`config.mk`:
```
export PLATFORM = sky130hd
export DESIGN_NAME = humidity_sensor_two_wire_master_top
export DESIGN_NICKNAME = d
export VERILOG_FILES = /design/src/sv/hsm_pkg.sv /design/src/sv/humidity_sensor_two_wire_master_top.sv /design/src/sv/hsm_core.sv
export SDC_FILE = /design/constraint.sdc
export NUM_CORES = 1
export LEC_CHECK = 0
export BUFFER_PORTS_ARGS = -buffer_cell sky130_fd_sc_hd__buf_2
export CAP_MARGIN = 30
export CORE_MARGIN = 3
export CORE_UTILIZATION = 30
export CTS_CLUSTER_DIAMETER = 150
export DETAILED_ROUTE_END_ITERATION = 16
export GPL_TIMING_DRIVEN = 0
export SLEW_MARGIN = 20
export SYNTH_ARGS = -nofsm -noshare
export SYNTH_HDL_FRONTEND = slang
export SYNTH_HIERARCHICAL = 1
export SYNTH_SLANG_ARGS = --single-unit
```
`constraint.sdc`:
```
create_clock -name clk -period 10.75 [get_ports clk]
set_clock_uncertainty 0.15 [all_clocks]
set_input_delay 0.5375 -clock clk [delete_from_list [all_inputs] [get_ports clk]]
set_output_delay 0.5375 -clock clk [all_outputs]
set_load 0.1 [all_outputs]
```
`src/sv/hsm_pkg.sv`:
```
// ----------------------------------------------------------------------------
// hsm_pkg
// shared types, constants and checksum helpers for the two-wire sensor master
// ----------------------------------------------------------------------------
package hsm_pkg;

    localparam logic [7:0] CRC_POLY = 8'h31;

    // start pattern, bit i is tick i of the transmission start
    localparam logic [5:0] START_SCK = 6'b011011;
    localparam logic [5:0] START_DL  = 6'b001110;

    localparam int CFG_IDX_BITS  = 2;
    localparam int CFG_DATA_BITS = 20;

    localparam logic [CFG_IDX_BITS-1:0] CFG_RELEASE    = 2'd0;
    localparam logic [CFG_IDX_BITS-1:0] CFG_CONVERSION = 2'd1;
    localparam logic [CFG_IDX_BITS-1:0] CFG_CRC_PRESET = 2'd2;

    localparam logic [7:0]  RELEASE_RESET    = 8'd255;
    localparam logic [19:0] CONVERSION_RESET = 20'd75000;
    localparam logic [7:0]  CRC_PRESET_RESET = 8'd0;

    localparam int IN_DATA_BITS  = 16;
    localparam int OUT_DATA_BITS = 24;

    typedef enum logic [2:0] {
        ST_OK          = 3'd0,
        ST_NO_ACK      = 3'd1,
        ST_RELEASE_TO  = 3'd2,
        ST_CONVERT_TO  = 3'd3,
        ST_CRC_ERROR   = 3'd4
    } status_t;

    typedef struct packed {
        logic [7:0]  release_timeout;
        logic [19:0] conversion_timeout;
        logic [7:0]  crc_preset;
    } cfg_t;

    typedef struct packed {
        logic [15:0] word;
        status_t     status;
        logic        done_res;
        logic        busy_res;
        logic        data_low;
        logic        sck;
    } result_t;

    function automatic logic [7:0] crc_feed(input logic [7:0] crc, input logic [7:0] val);
        logic [7:0] c;
        logic [7:0] v;
        c = crc;
        v = val;
        for (int k = 0; k < 8; k++)
        begin
            if (v[7] ^ c[7])
            begin
                c = {c[6:0], 1'b0} ^ CRC_POLY;
            end
            else
            begin
                c = {c[6:0], 1'b0};
            end
            v = {v[6:0], 1'b0};
        end
        return c;
    endfunction

    function automatic logic [7:0] reverse8(input logic [7:0] x);
        logic [7:0] r;
        for (int k = 0; k < 8; k++)
        begin
            r[k] = x[7-k];
        end
        return r;
    endfunction

endpackage

```
`src/sv/humidity_sensor_two_wire_master_top.sv`:
```
// ----------------------------------------------------------------------------
// humidity_sensor_two_wire_master_top
// two-wire humidity sensor measurement master, one tick per transaction
// ----------------------------------------------------------------------------
// each input transaction is one half-bit tick: tuser = 1 requests a start
// (taken only when idle) with the command in tdata, and tdata also carries
// the sampled data line. every input gives exactly one output transaction
// with the clock level and data pull for that tick, busy/done flags, the
// status and, on a good finish, the 16-bit measured word.
// the input register feeds the sequencer, whose result lands in an output
// register, and one tick is taken every cycle when the output side keeps up.
// a stalled output holds its result; the input register still takes one more
// transaction, then tready drops until the output is taken.
// reset returns the sequencer to idle and loads the timeouts and checksum
// preset with their defaults; cfg writes take effect at once.
// ----------------------------------------------------------------------------
module humidity_sensor_two_wire_master_top #(
    parameter int TIMER_BITS = 20
) (
    input  logic                                     clk,
    input  logic                                     rst_n,
    input  logic                                     s_tvalid,
    output logic                                     s_tready,
    input  logic [hsm_pkg::IN_DATA_BITS-1:0]         s_tdata,   // cmd[7:0], data_pin[8]
    input  logic                                     s_tuser,   // op
    output logic                                     m_tvalid,
    input  logic                                     m_tready,
    // sck[0], data_low[1], busy_res[2], done_res[3], status[6:4], word[22:7]
    output logic [hsm_pkg::OUT_DATA_BITS-1:0]        m_tdata,
    input  logic                                     cfg_we,
    input  logic [hsm_pkg::CFG_IDX_BITS-1:0]         cfg_index,
    input  logic [hsm_pkg::CFG_DATA_BITS-1:0]        cfg_data
);
    import hsm_pkg::*;

    logic       in_valid_reg;
    logic       op_reg;
    logic [7:0] cmd_reg;
    logic       pin_reg;
    logic       out_valid_reg;
    result_t    out_reg;
    cfg_t       cfg_reg;
    result_t    res;
    logic       advance;

    assign advance  = in_valid_reg && (!out_valid_reg || m_tready);
    assign s_tready = !in_valid_reg || advance;
    assign m_tvalid = out_valid_reg;
    assign m_tdata  = {1'b0, out_reg};

    hsm_core #(
        .TIMER_BITS (TIMER_BITS)
    ) u_core (
        .clk      (clk),
        .rst_n    (rst_n),
        .step     (advance),
        .op       (op_reg),
        .cmd      (cmd_reg),
        .data_pin (pin_reg),
        .cfg      (cfg_reg),
        .res      (res)
    );

    always_ff @(posedge clk or negedge rst_n)
    begin
        if (!rst_n)
        begin
            in_valid_reg               <= 1'b0;
            out_valid_reg              <= 1'b0;
            cfg_reg.release_timeout    <= RELEASE_RESET;
            cfg_reg.conversion_timeout <= CONVERSION_RESET;
            cfg_reg.crc_preset         <= CRC_PRESET_RESET;
        end
        else
        begin
            if (s_tvalid && s_tready)
            begin
                in_valid_reg <= 1'b1;
            end
            else if (advance)
            begin
                in_valid_reg <= 1'b0;
            end

            if (advance)
            begin
                out_valid_reg <= 1'b1;
            end
            else if (m_tready)
            begin
                out_valid_reg <= 1'b0;
            end

            if (cfg_we)
            begin
                case (cfg_index)
                    CFG_RELEASE:    cfg_reg.release_timeout    <= cfg_data[7:0];
                    CFG_CONVERSION: cfg_reg.conversion_timeout <= cfg_data;
                    CFG_CRC_PRESET: cfg_reg.crc_preset         <= cfg_data[7:0];
                    default:        cfg_reg                    <= cfg_reg;
                endcase
            end
        end
    end

    always_ff @(posedge clk)
    begin
        if (s_tvalid && s_tready)
        begin
            op_reg  <= s_tuser;
            cmd_reg <= s_tdata[7:0];
            pin_reg <= s_tdata[8];
        end
        if (advance)
        begin
            out_reg <= res;
        end
    end

endmodule

```
`src/sv/hsm_core.sv`:
```
// ----------------------------------------------------------------------------
// hsm_core
// per-tick sequencer: start pattern, command, ack, waits, reads and checksum
// ----------------------------------------------------------------------------
module hsm_core #(
    parameter int TIMER_BITS = 20
) (
    input  logic            clk,
    input  logic            rst_n,
    input  logic            step,
    input  logic            op,
    input  logic [7:0]      cmd,
    input  logic            data_pin,
    input  hsm_pkg::cfg_t    cfg,
    output hsm_pkg::result_t res
);
    import hsm_pkg::*;

    localparam int WB = ((TIMER_BITS > 20) ? TIMER_BITS : 20) + 1;
    localparam logic [WB-1:0] MAX_COUNT = WB'((64'd1 << TIMER_BITS) - 64'd1);

    typedef enum logic [3:0] {
        PH_IDLE,
        PH_START,
        PH_CMD,
        PH_ACKLO,
        PH_ACKHI,
        PH_REL,
        PH_CONV,
        PH_RD,
        PH_AK
    } phase_t;

    phase_t                phase_reg, phase_next;
    logic [3:0]            bit_count_reg, bit_count_next;
    logic [1:0]            byte_idx_reg, byte_idx_next;
    logic [7:0]            shift_byte_reg, shift_byte_next;
    logic [7:0]            command_hold_reg, command_hold_next;
    logic [15:0]           received_word_reg, received_word_next;
    logic [7:0]            running_crc_reg, running_crc_next;
    logic [TIMER_BITS-1:0] wait_count_reg, wait_count_next;

    logic [WB-1:0] wait_inc;
    logic          release_expired;
    logic          convert_expired;
    logic [2:0]    start_idx;
    logic [7:0]    shift_in;

    assign wait_inc        = WB'(wait_count_reg) + WB'(1);
    assign release_expired = (wait_inc >= WB'(cfg.release_timeout)) || (wait_inc >= MAX_COUNT);
    assign convert_expired = (wait_inc >= WB'(cfg.conversion_timeout))
                             || (wait_inc >= MAX_COUNT);
    assign start_idx       = (bit_count_reg < 4'd6) ? bit_count_reg[2:0] : 3'd5;
    assign shift_in        = bit_count_reg[0] ? {shift_byte_reg[6:0], data_pin} : shift_byte_reg;

    always_comb
    begin
        phase_next         = phase_reg;
        bit_count_next     = bit_count_reg;
        byte_idx_next      = byte_idx_reg;
        shift_byte_next    = shift_byte_reg;
        command_hold_next  = command_hold_reg;
        received_word_next = received_word_reg;
        running_crc_next   = running_crc_reg;
        wait_count_next    = wait_count_reg;
        res                = '0;
        res.status         = ST_OK;
        res.busy_res       = 1'b1;

        case (phase_reg)
            PH_IDLE:
            begin
                if (op)
                begin
                    command_hold_next  = cmd;
                    running_crc_next   = crc_feed(cfg.crc_preset, cmd);
                    received_word_next = '0;
                    shift_byte_next    = '0;
                    wait_count_next    = '0;
                    bit_count_next     = 4'd1;
                    phase_next         = PH_START;
                    res.sck            = 1'b1;
                end
                else
                begin
                    res.busy_res = 1'b0;
                end
            end
            PH_START:
            begin
                res.sck      = START_SCK[start_idx];
                res.data_low = START_DL[start_idx];
                if (start_idx >= 3'd5)
                begin
                    phase_next     = PH_CMD;
                    bit_count_next = '0;
                end
                else
                begin
                    bit_count_next = {1'b0, start_idx} + 4'd1;
                end
            end
            PH_CMD:
            begin
                res.sck      = bit_count_reg[0];
                res.data_low = ~command_hold_reg[3'd7 - bit_count_reg[3:1]];
                if (bit_count_reg == 4'd15)
                begin
                    phase_next     = PH_ACKLO;
                    bit_count_next = '0;
                end
                else
                begin
                    bit_count_next = bit_count_reg + 4'd1;
                end
            end
            PH_ACKLO:
            begin
                phase_next = PH_ACKHI;
            end
            PH_ACKHI:
            begin
                res.sck = 1'b1;
                if (data_pin)
                begin
                    res.done_res = 1'b1;
                    res.status   = ST_NO_ACK;
                    phase_next   = PH_IDLE;
                end
                else
                begin
                    phase_next      = PH_REL;
                    wait_count_next = '0;
                end
            end
            PH_REL:
            begin
                if (data_pin)
                begin
                    phase_next      = PH_CONV;
                    wait_count_next = '0;
                end
                else if (release_expired)
                begin
                    res.done_res = 1'b1;
                    res.status   = ST_RELEASE_TO;
                    phase_next   = PH_IDLE;
                end
                else
                begin
                    wait_count_next = wait_inc[TIMER_BITS-1:0];
                end
            end
            PH_CONV:
            begin
                if (!data_pin)
                begin
                    phase_next      = PH_RD;
                    byte_idx_next   = '0;
                    bit_count_next  = '0;
                    shift_byte_next = '0;
                end
                else if (convert_expired)
                begin
                    res.done_res = 1'b1;
                    res.status   = ST_CONVERT_TO;
                    phase_next   = PH_IDLE;
                end
                else
                begin
                    wait_count_next = wait_inc[TIMER_BITS-1:0];
                end
            end
            PH_RD:
            begin
                res.sck         = bit_count_reg[0];
                shift_byte_next = shift_in;
                if (bit_count_reg == 4'd15)
                begin
                    if (byte_idx_reg == 2'd0)
                    begin
                        received_word_next = {shift_in, received_word_reg[7:0]};
                    end
                    else if (byte_idx_reg == 2'd1)
                    begin
                        received_word_next = {received_word_reg[15:8], shift_in};
                    end
                    if (byte_idx_reg != 2'd2)
                    begin
                        running_crc_next = crc_feed(running_crc_reg, shift_in);
                    end
                    phase_next     = PH_AK;
                    bit_count_next = '0;
                end
                else
                begin
                    bit_count_next = bit_count_reg + 4'd1;
                end
            end
            PH_AK:
            begin
                if (bit_count_reg < 4'd2)
                begin
                    res.sck        = bit_count_reg[0];
                    res.data_low   = (byte_idx_reg != 2'd2);
                    bit_count_next = bit_count_reg + 4'd1;
                end
                else if (byte_idx_reg != 2'd2)
                begin
                    phase_next      = PH_RD;
                    byte_idx_next   = byte_idx_reg + 2'd1;
                    bit_count_next  = '0;
                    shift_byte_next = '0;
                end
                else
                begin
                    res.done_res   = 1'b1;
                    phase_next     = PH_IDLE;
                    bit_count_next = '0;
                    if (reverse8(running_crc_reg) == shift_byte_reg)
                    begin
                        res.status = ST_OK;
                        res.word   = received_word_reg;
                    end
                    else
                    begin
                        res.status = ST_CRC_ERROR;
                    end
                end
            end
            default:
            begin
                phase_next   = PH_IDLE;
                res.busy_res = 1'b0;
            end
        endcase
    end

    always_ff @(posedge clk or negedge rst_n)
    begin
        if (!rst_n)
        begin
            phase_reg         <= PH_IDLE;
            bit_count_reg     <= '0;
            byte_idx_reg      <= '0;
            shift_byte_reg    <= '0;
            command_hold_reg  <= '0;
            received_word_reg <= '0;
            running_crc_reg   <= '0;
            wait_count_reg    <= '0;
        end
        else if (step)
        begin
            phase_reg         <= phase_next;
            bit_count_reg     <= bit_count_next;
            byte_idx_reg      <= byte_idx_next;
            shift_byte_reg    <= shift_byte_next;
            command_hold_reg  <= command_hold_next;
            received_word_reg <= received_word_next;
            running_crc_reg   <= running_crc_next;
            wait_count_reg    <= wait_count_next;
        end
    end

    a_done_returns_idle: assert property (@(posedge clk) disable iff (!rst_n)
        step && res.done_res |=> phase_reg == PH_IDLE)
        else $error("sequencer did not return to idle after finishing");

    a_start_leaves_idle: assert property (@(posedge clk) disable iff (!rst_n)
        step && phase_reg == PH_IDLE && op |=> phase_reg == PH_START && bit_count_reg == 4'd1)
        else $error("start request did not begin the start pattern");

    a_hold_without_step: assert property (@(posedge clk) disable iff (!rst_n)
        !step |=> $stable(phase_reg) && $stable(bit_count_reg) && $stable(wait_count_reg))
        else $error("sequencer state moved without a tick");

    a_checksum_finish: assert property (@(posedge clk) disable iff (!rst_n)
        phase_reg == PH_AK && byte_idx_reg == 2'd2 && bit_count_reg == 4'd2 |-> res.done_res)
        else $error("checksum byte did not finish the transaction");

    a_word_only_ok: assert property (@(posedge clk) disable iff (!rst_n)
        res.word != 16'd0 |-> res.done_res && res.status == ST_OK)
        else $error("word given without a good finish");

endmodule

```
==> results of run 1 <==
==> per-stage QoR <==
stage | worst slack [ns] | power, mW | cells
floorplan | 6.82 | 1.25 | 771
global placement | 5.87 | 1.41 | 1167
detailed placement | 5.82 | 1.42 | 1168
CTS | 5.76 | 2.02 | 1201
global route | 5.37 | 2.13 | 1201
finish | 5.79 | 2.01 | 1201
==> cells in the mapped netlist (all sizes together) (3+ instances only) <==
library cell	instances
inv	44
o22ai	4
nor3b	5
nand3b	4
o31ai	23
nor2	49
nor2b	4
dfrtp	92
xor2	26
a21oi	27
a31oi	5
nor4	8
buf	16
mux2	60
a211oi	5
clkbuf	22
a22o	17
nand3	24
nand2b	7
edfxtp	33
dfstp	16
xnor2	42
and3	12
o21ai	36
nand4	8
ha	34
o41ai	3
a311oi	3
or3	5
or2	3
mux2i	8
nor3	11
o21a	5
and2	20
nand2	56
==> critical path, cell delays in order (launching register included) <==
cell,delay (ns)
dfrtp_1,0.49
ha_1,0.20
clkbuf_2,0.16
nand2_1,0.21
or3_4,0.41
xnor2_1,0.25
ha_1,0.29
and3_1,0.18
nand3_1,0.10
a31oi_1,0.08
a2111oi_0,0.44
o41ai_1,0.16
o31ai_1,0.59
a21boi_2,0.29
or2_1,0.34
buf_2,0.23
a22o_1,0.26
==> cell families (layout without fill, tap and decap cells) <==
kind of cell,count (synthesis),after routing,share of synthesized area
adder cells (fa/ha/maj),35,35,0.0537
buffers and inverters,82,177,0.0422
flip-flops,141,141,0.458
other,1,1,0.000462
multiplexers,70,70,0.0991
XOR/XNOR,69,69,0.0762
AO/OA/AOI/OAI,147,147,0.122
AND/OR/NAND/NOR,226,226,0.149
==> cell type report <==
type / count / area (um2)
Fill cell: 2610 / 16900
Clock inverter: 15 / 159
Tap cell: 335 / 419
Clock buffer: 17 / 425
Sequential cell: 141 / 3710
Multi-Input combinational cell: 548 / 4060
Timing Repair Buffer: 63 / 349
Inverter: 44 / 165
Buffer: 38 / 178
==> power by group <==
part / internal [mW] / switching, mW / total (mW)
Clock: 0.345 / 0.248 / 0.593
Combinational: 0.276 / 0.436 / 0.712
Sequential: 0.642 / 0.0612 / 0.703
==> routing by layer <==
layer | vias up | track usage
met3 | 30 | 0.0279
met4 | 0 | 0.0473
li1 | 2922 | -
met5 | - | 0
met2 | 139 | 0.206
met1 | 2906 | 0.191
==> layout by cell type, fill, tap and decap left out, types with 5 or more instances in the layout <==
master and instances:
nand2_1 56, nand4_1 6, a211oi_1 5, dfstp_2 16, nor2_1 49, o31ai_1 23, mux2i_1 8, and2_1 19
xnor2_1 42, ha_1 34, a31oi_1 5, buf_2 66, o21a_1 5, xor2_1 26, nor3_1 10, o21ai_0 35
buf_4 5, nor4_1 7, dfrtp_1 92, nand2b_1 7, clkbuf_16 17, nand3_1 24, a21oi_1 27, and3_1 12
mux2_2 59, a22o_1 17, clkbuf_1 21, edfxtp_1 33, inv_1 44
==> final timing paths <==
path,from,to,depth (start not counted)
worst max-delay path,u_core/wait_count_reg[0],u_core/wait_count_reg[8],16
worst min-delay path,s_tdata[2],cmd_reg[2],1
worst max register to register,u_core/wait_count_reg[0],u_core/wait_count_reg[8],16
worst min register to register,u_core/received_word_reg[15],u_core/received_word_reg[15],2
max in group asynchronous,rst_n,cfg_reg[30],3
min in group asynchronous,rst_n,cfg_reg[26],2
==> what timing repair did <==
item / CTS / global route
hold buffers: 1 / 0
hold endpoints to repair: 35 / 0
setup buffers: 0 / 0
==> out/summary.txt, run 1 <==
Startpoint types -> flop
Placed cell areas -> 8870 um2
Reg clk slew, reported paths -> 0.07 ns
CP Capture Type -> flop
Worst skew pair latency -> 0.42 ns
Max-slew violations -> 0
TritonCTS Buffers -> 17
Remaining DRCs -> 0
Ant. Diodes -> 0
Final min period -> 4.96 ns
Pin count of the biggest net entering global routing -> 74
CTS Buffer Depth -> 2
Post-synth EDFFs -> 33
Vias per inst -> 4.99
Yosys Warn Count -> 6
Synth Flop Type -> dfrtp_1
CTS root buf -> clkbuf_16
Drt initial violations -> 519
IO Pins -> 70
Chip Width -> 170 um
Core area -> 26400 um2
Gate count of the mapped netlist -> 771
Synth area leader -> dfrtp_1
Yosys top cell area share -> 0.284
Die ar. -> 29100 um2
CTS tree -> done
Final hold slack -> 0.143 ns
Top Metal Used -> met4
RSZ-0062 raised after global routing -> no
Detail Placement HPWL -> 13900 um
Drt wl/cell -> 15.9 um
Hold Crit Class -> input pin to flop
Final Core Density -> 0.359
FF-to-FF setup slack -> 5.79 ns
P&R area growth vs syn -> 16.7%
Congestion Overflow GR -> 0
Worst EP required -> 10.91 ns
Vias -> 5997
Post-Syn Area per Cell -> 10.5 um2
GPL Wtd Cong -> 0.878
Setup TNS -> 0 ns
Max frequency -> 202 MHz
PostCTS Resize Cnt -> 0
Wl on met1 -> 9410 um
Slew @ Worst Pin -> 0.780 ns
Sequential cell area fraction in the yosys report -> 0.458
Slew headroom -> 0.476
Yosys cell types -> 80
Leak -> 4.15 nW
Max reg flops -> 36
Area of the mapped netlist -> 8120 um2
Yosys reg bits -> 141
Status -> complete, no violations
Initial antenna violation count -> 0
First-pass GRT wire length -> 31200 um
Final setup viols -> 0
Cell Pwr Density -> 212 nW/um2
MaxCap Viol Count -> 0
DRT antenna net count -> 0
Top post-synthesis cells by area -> dfrtp_1, edfxtp_1, mux2_2, ha_1, dfstp_2
Maximum vdd drop -> 0.0891 mV
IO buf count -> 61
Clock Sinks -> 141
Crit Path Class -> flop to flop
Syn Nets -> 849
CP Max Fanout -> 10
Routed wire length on met3 -> 743 um
Total GRT Usage -> 0.135
Fin area -> 9470 um2
Fin nets -> 931
WL met2 -> 8490 um
Die extent in y -> 170 um
Core Rows -> 59
Async SR Flop Fraction -> 0.766
Worst path arrival time -> 5.12 ns
Drt total wl -> 19100 um
Fraction of layout cells with a size suffix above 1 -> 0.227
H-tree Lvls -> 4
Period Utilization, post-route -> 0.461
Initial Util -> 0.308
Final number of hold-violating endpoints -> 0
Via count of the first global-routing pass -> 5889
Drt pass-1 iters -> 5
(Power assumes the default switching activity.)
==> run 2: changes to the inputs <==
==> constraint.sdc (replaced) <==
create_clock -name clk -period 5 [get_ports clk]
set_clock_uncertainty 0.15 [all_clocks]
set_input_delay 0.25 -clock clk [delete_from_list [all_inputs] [get_ports clk]]
set_output_delay 0.25 -clock clk [all_outputs]
set_load 0.1 [all_outputs]
==> run 2 against run 1 <==
  * Critical path depth increased by 1
  * Largest power group unchanged
  * Total power increased by 120%
  * Highest routed layer unchanged
  * Largest cell class unchanged
  * First-iteration DRC count is 3.1% higher
  * Design area grew 3.8%
  * Maximum frequency rose by 6.8%
==> out/summary.txt, run 2 (synthesized netlist as in run 1, its figures left out) <==
Status -> complete, no violations
Detail Placement HPWL -> 13900 um (unchanged)
P&R area growth vs syn -> 21.1%
Cell Pwr Density -> 442 nW/um2 (+110%)
Max frequency -> 216 MHz (+6.8%)
H-tree Lvls -> 4 (unchanged)
CP Max Fanout -> 10 (unchanged)
IO buf count -> 61 (unchanged)
Fin nets -> 965 (+3.7%)
Core Rows -> 59 (unchanged)
WL met2 -> 8570 um (+0.95%)
FF-to-FF setup slack -> 0.36 ns (-5.43 ns)
Routed wire length on met3 -> 752 um (+1.2%)
CTS tree -> done
Core area -> 26400 um2 (unchanged)
CP max-delay cell -> dfrtp_1
CP startpoint -> u_core/wait_count_reg[0]
Most frequent cells in the layout -> dfrtp_1, buf_2, mux2_2
Die extent in y -> 170 um (unchanged)
Reg clk slew, reported paths -> 0.06 ns (about the same)
Most frequent CP cell -> ha_1
Worst path arrival time -> 4.85 ns (-0.27 ns)
Chip Width -> 170 um (unchanged)
Drt pass-1 iters -> 5 (unchanged)
Top cell family by delay on the critical path -> compound AO/OA/AOI/OAI gates
Via count of the first global-routing pass -> 6049 (+2.7%)
TritonCTS Buffers -> 17 (unchanged)
Worst path cell trace -> ha_1, clkbuf_2, nand2_1, or3_4, xnor2_1, ha_1, and3_1, nand3_1, a31oi_1, a2111oi_2, o41ai_1, o31ai_2, buf_4, a21boi_4, or2_1, buf_2, a22o_1
Initial Util -> 0.308 (unchanged)
CP Depth -> 17 (+1)
Critical R2R Launch -> u_core/wait_count_reg[0]
Remaining DRCs -> 0 (unchanged)
Total GRT Usage -> 0.136 (+0.00137)
Vias -> 6163 (+2.8%)
Drt wl/cell -> 15.6 um (-1.8%)
Hold Crit Class -> input pin to flop
CTS root buf -> clkbuf_16
Fraction of layout cells with a size suffix above 1 -> 0.222 (-0.00526)
Worst EP required -> 5.21 ns (-5.70 ns)
CTS Buffer Depth -> 2 (unchanged)
Cells after DPL -> 1168 (unchanged)
Setup TNS -> 0 ns (unchanged)
Wl on met1 -> 9490 um (+0.89%)
Max reg flops -> 36 (unchanged)
Clock Sinks -> 141 (unchanged)
Final number of hold-violating endpoints -> 0 (unchanged)
Top Metal Used -> met4
Period Utilization, post-route -> 0.928 (+0.467)
Slew @ Worst Pin -> 0.792 ns (+0.0116 ns)
Reg2reg end -> u_core/wait_count_reg[8]
Final min period -> 4.64 ns (-0.318 ns)
IO Pins -> 70 (unchanged)
Leak -> 4.28 nW (+3.3%)
Final setup viols -> 0 (unchanged)
DRT antenna net count -> 0 (unchanged)
Drt total wl -> 19300 um (+0.93%)
RSZ-0062 raised after global routing -> no
FF-to-FF path depth -> 17 (+1)
Startpoint types -> flop
Crit Path Class -> flop to flop
Most common cell after layout, fill and taps aside -> dfrtp_1
Maximum vdd drop -> 0.196 mV (+120%)
Congestion Overflow GR -> 0 (unchanged)
Worst skew pair latency -> 0.42 ns (about the same)
Vias per inst -> 4.99 (about the same)
GPL Wtd Cong -> 0.878 (unchanged)
Pin count of the biggest net entering global routing -> 74 (unchanged)
WP buf/inv -> 3 (+1)
Drt initial violations -> 535 (+3.1%)
MaxCap Viol Count -> 0 (unchanged)
Slew headroom -> 0.468 (-0.00781)
Number of fill cells -> 2580 (-1.1%)
Initial antenna violation count -> 0 (unchanged)
CP Capture Type -> flop
Die ar. -> 29100 um2 (unchanged)
Ant. Diodes -> 0 (unchanged)
Crit-path max cell delay -> 0.49 ns (-0.10 ns)
Fin cells -> 1235 (+2.8%)
Max-slew violations -> 0 (unchanged)
First-pass GRT wire length -> 31600 um (+1.3%)
CP Capture Point -> u_core/wait_count_reg[8]
run 2: cell types whose count changed in the layout (fill, tap and decap cells not counted), sizes merged:
cell | previous run | this run
buf | 78 | 79
dlygate4sd3 | 1 | 34
run 2: worst register-to-register path: stages (launching register included):
cell	delay, ns
dfrtp_1	0.49
ha_1	0.20
clkbuf_2	0.17
nand2_1	0.21
or3_4	0.42
xnor2_1	0.17
ha_1	0.30
and3_1	0.15
nand3_1	0.10
a31oi_1	0.31
a2111oi_2	0.09
o41ai_1	0.48
o31ai_2	0.13
buf_4	0.17
a21boi_4	0.32
or2_1	0.24
buf_2	0.29
a22o_1	0.19
run 2: worst min-delay path by stage:
stage	startpoint	to	cells past startpoint
final	cfg_index[0]	cfg_reg[29]	3
after global routing	cfg_index[0]	cfg_reg[31]	3
after CTS	cfg_index[0]	cfg_reg[31]	3
after detailed placement	rst_n	cfg_reg[26]	1
after global placement	s_tdata[1]	cmd_reg[1]	1
after floorplan	rst_n	cfg_reg[0]	0
run 2: what timing repair did:
action	in CTS	in global routing
setup buffers	0	1
resized for setup	0	4
hold buffers	34	0
setup endpoints to repair	0	20
hold endpoints to repair	83	0
run 2: final cells by class:
cell class                 count  area (um2)  area share
tap                          335         419      0.0427
inverter                      44         165      0.0168
clock inverter                15         159      0.0162
multi-input combinational    548        4080       0.415
clock buffer                  17         425      0.0433
buffer                        38         178      0.0181
sequential                   141        3710       0.378
timing repair buffer          97         687      0.0699
run 2: where the power goes:
group / internal, mW / switching [mW] / total [mW]
registers: 1.38 / 0.132 / 1.51
logic: 0.612 / 0.943 / 1.55
clock network: 0.742 / 0.531 / 1.27
total: 2.73 / 1.61 / 4.34
run 2: per-layer routing:
layer,global-route usage,up-vias
li1,-,2993
met1,0.192,2994
met2,0.209,146
met3,0.0276,30
met4,0.0490,0
met5,0,-
run 2: stage by stage:
step	total power, mW	worst slack [ns]	instance area [um2]	hold slack (ns)	utilization
6_report	4.34	0.360	9830	0.137	0.373
3_5_place_dp	3.05	0.0703	8870	0.0465	0.337
4_1_cts	4.37	0.0126	9800	0.124	0.372
5_1_grt	4.61	0.0381	9830	0.147	0.373
2_1_floorplan	2.70	1.07	8120	-0.196	-
3_3_place_gp	3.03	0.125	8840	0.280	0.335
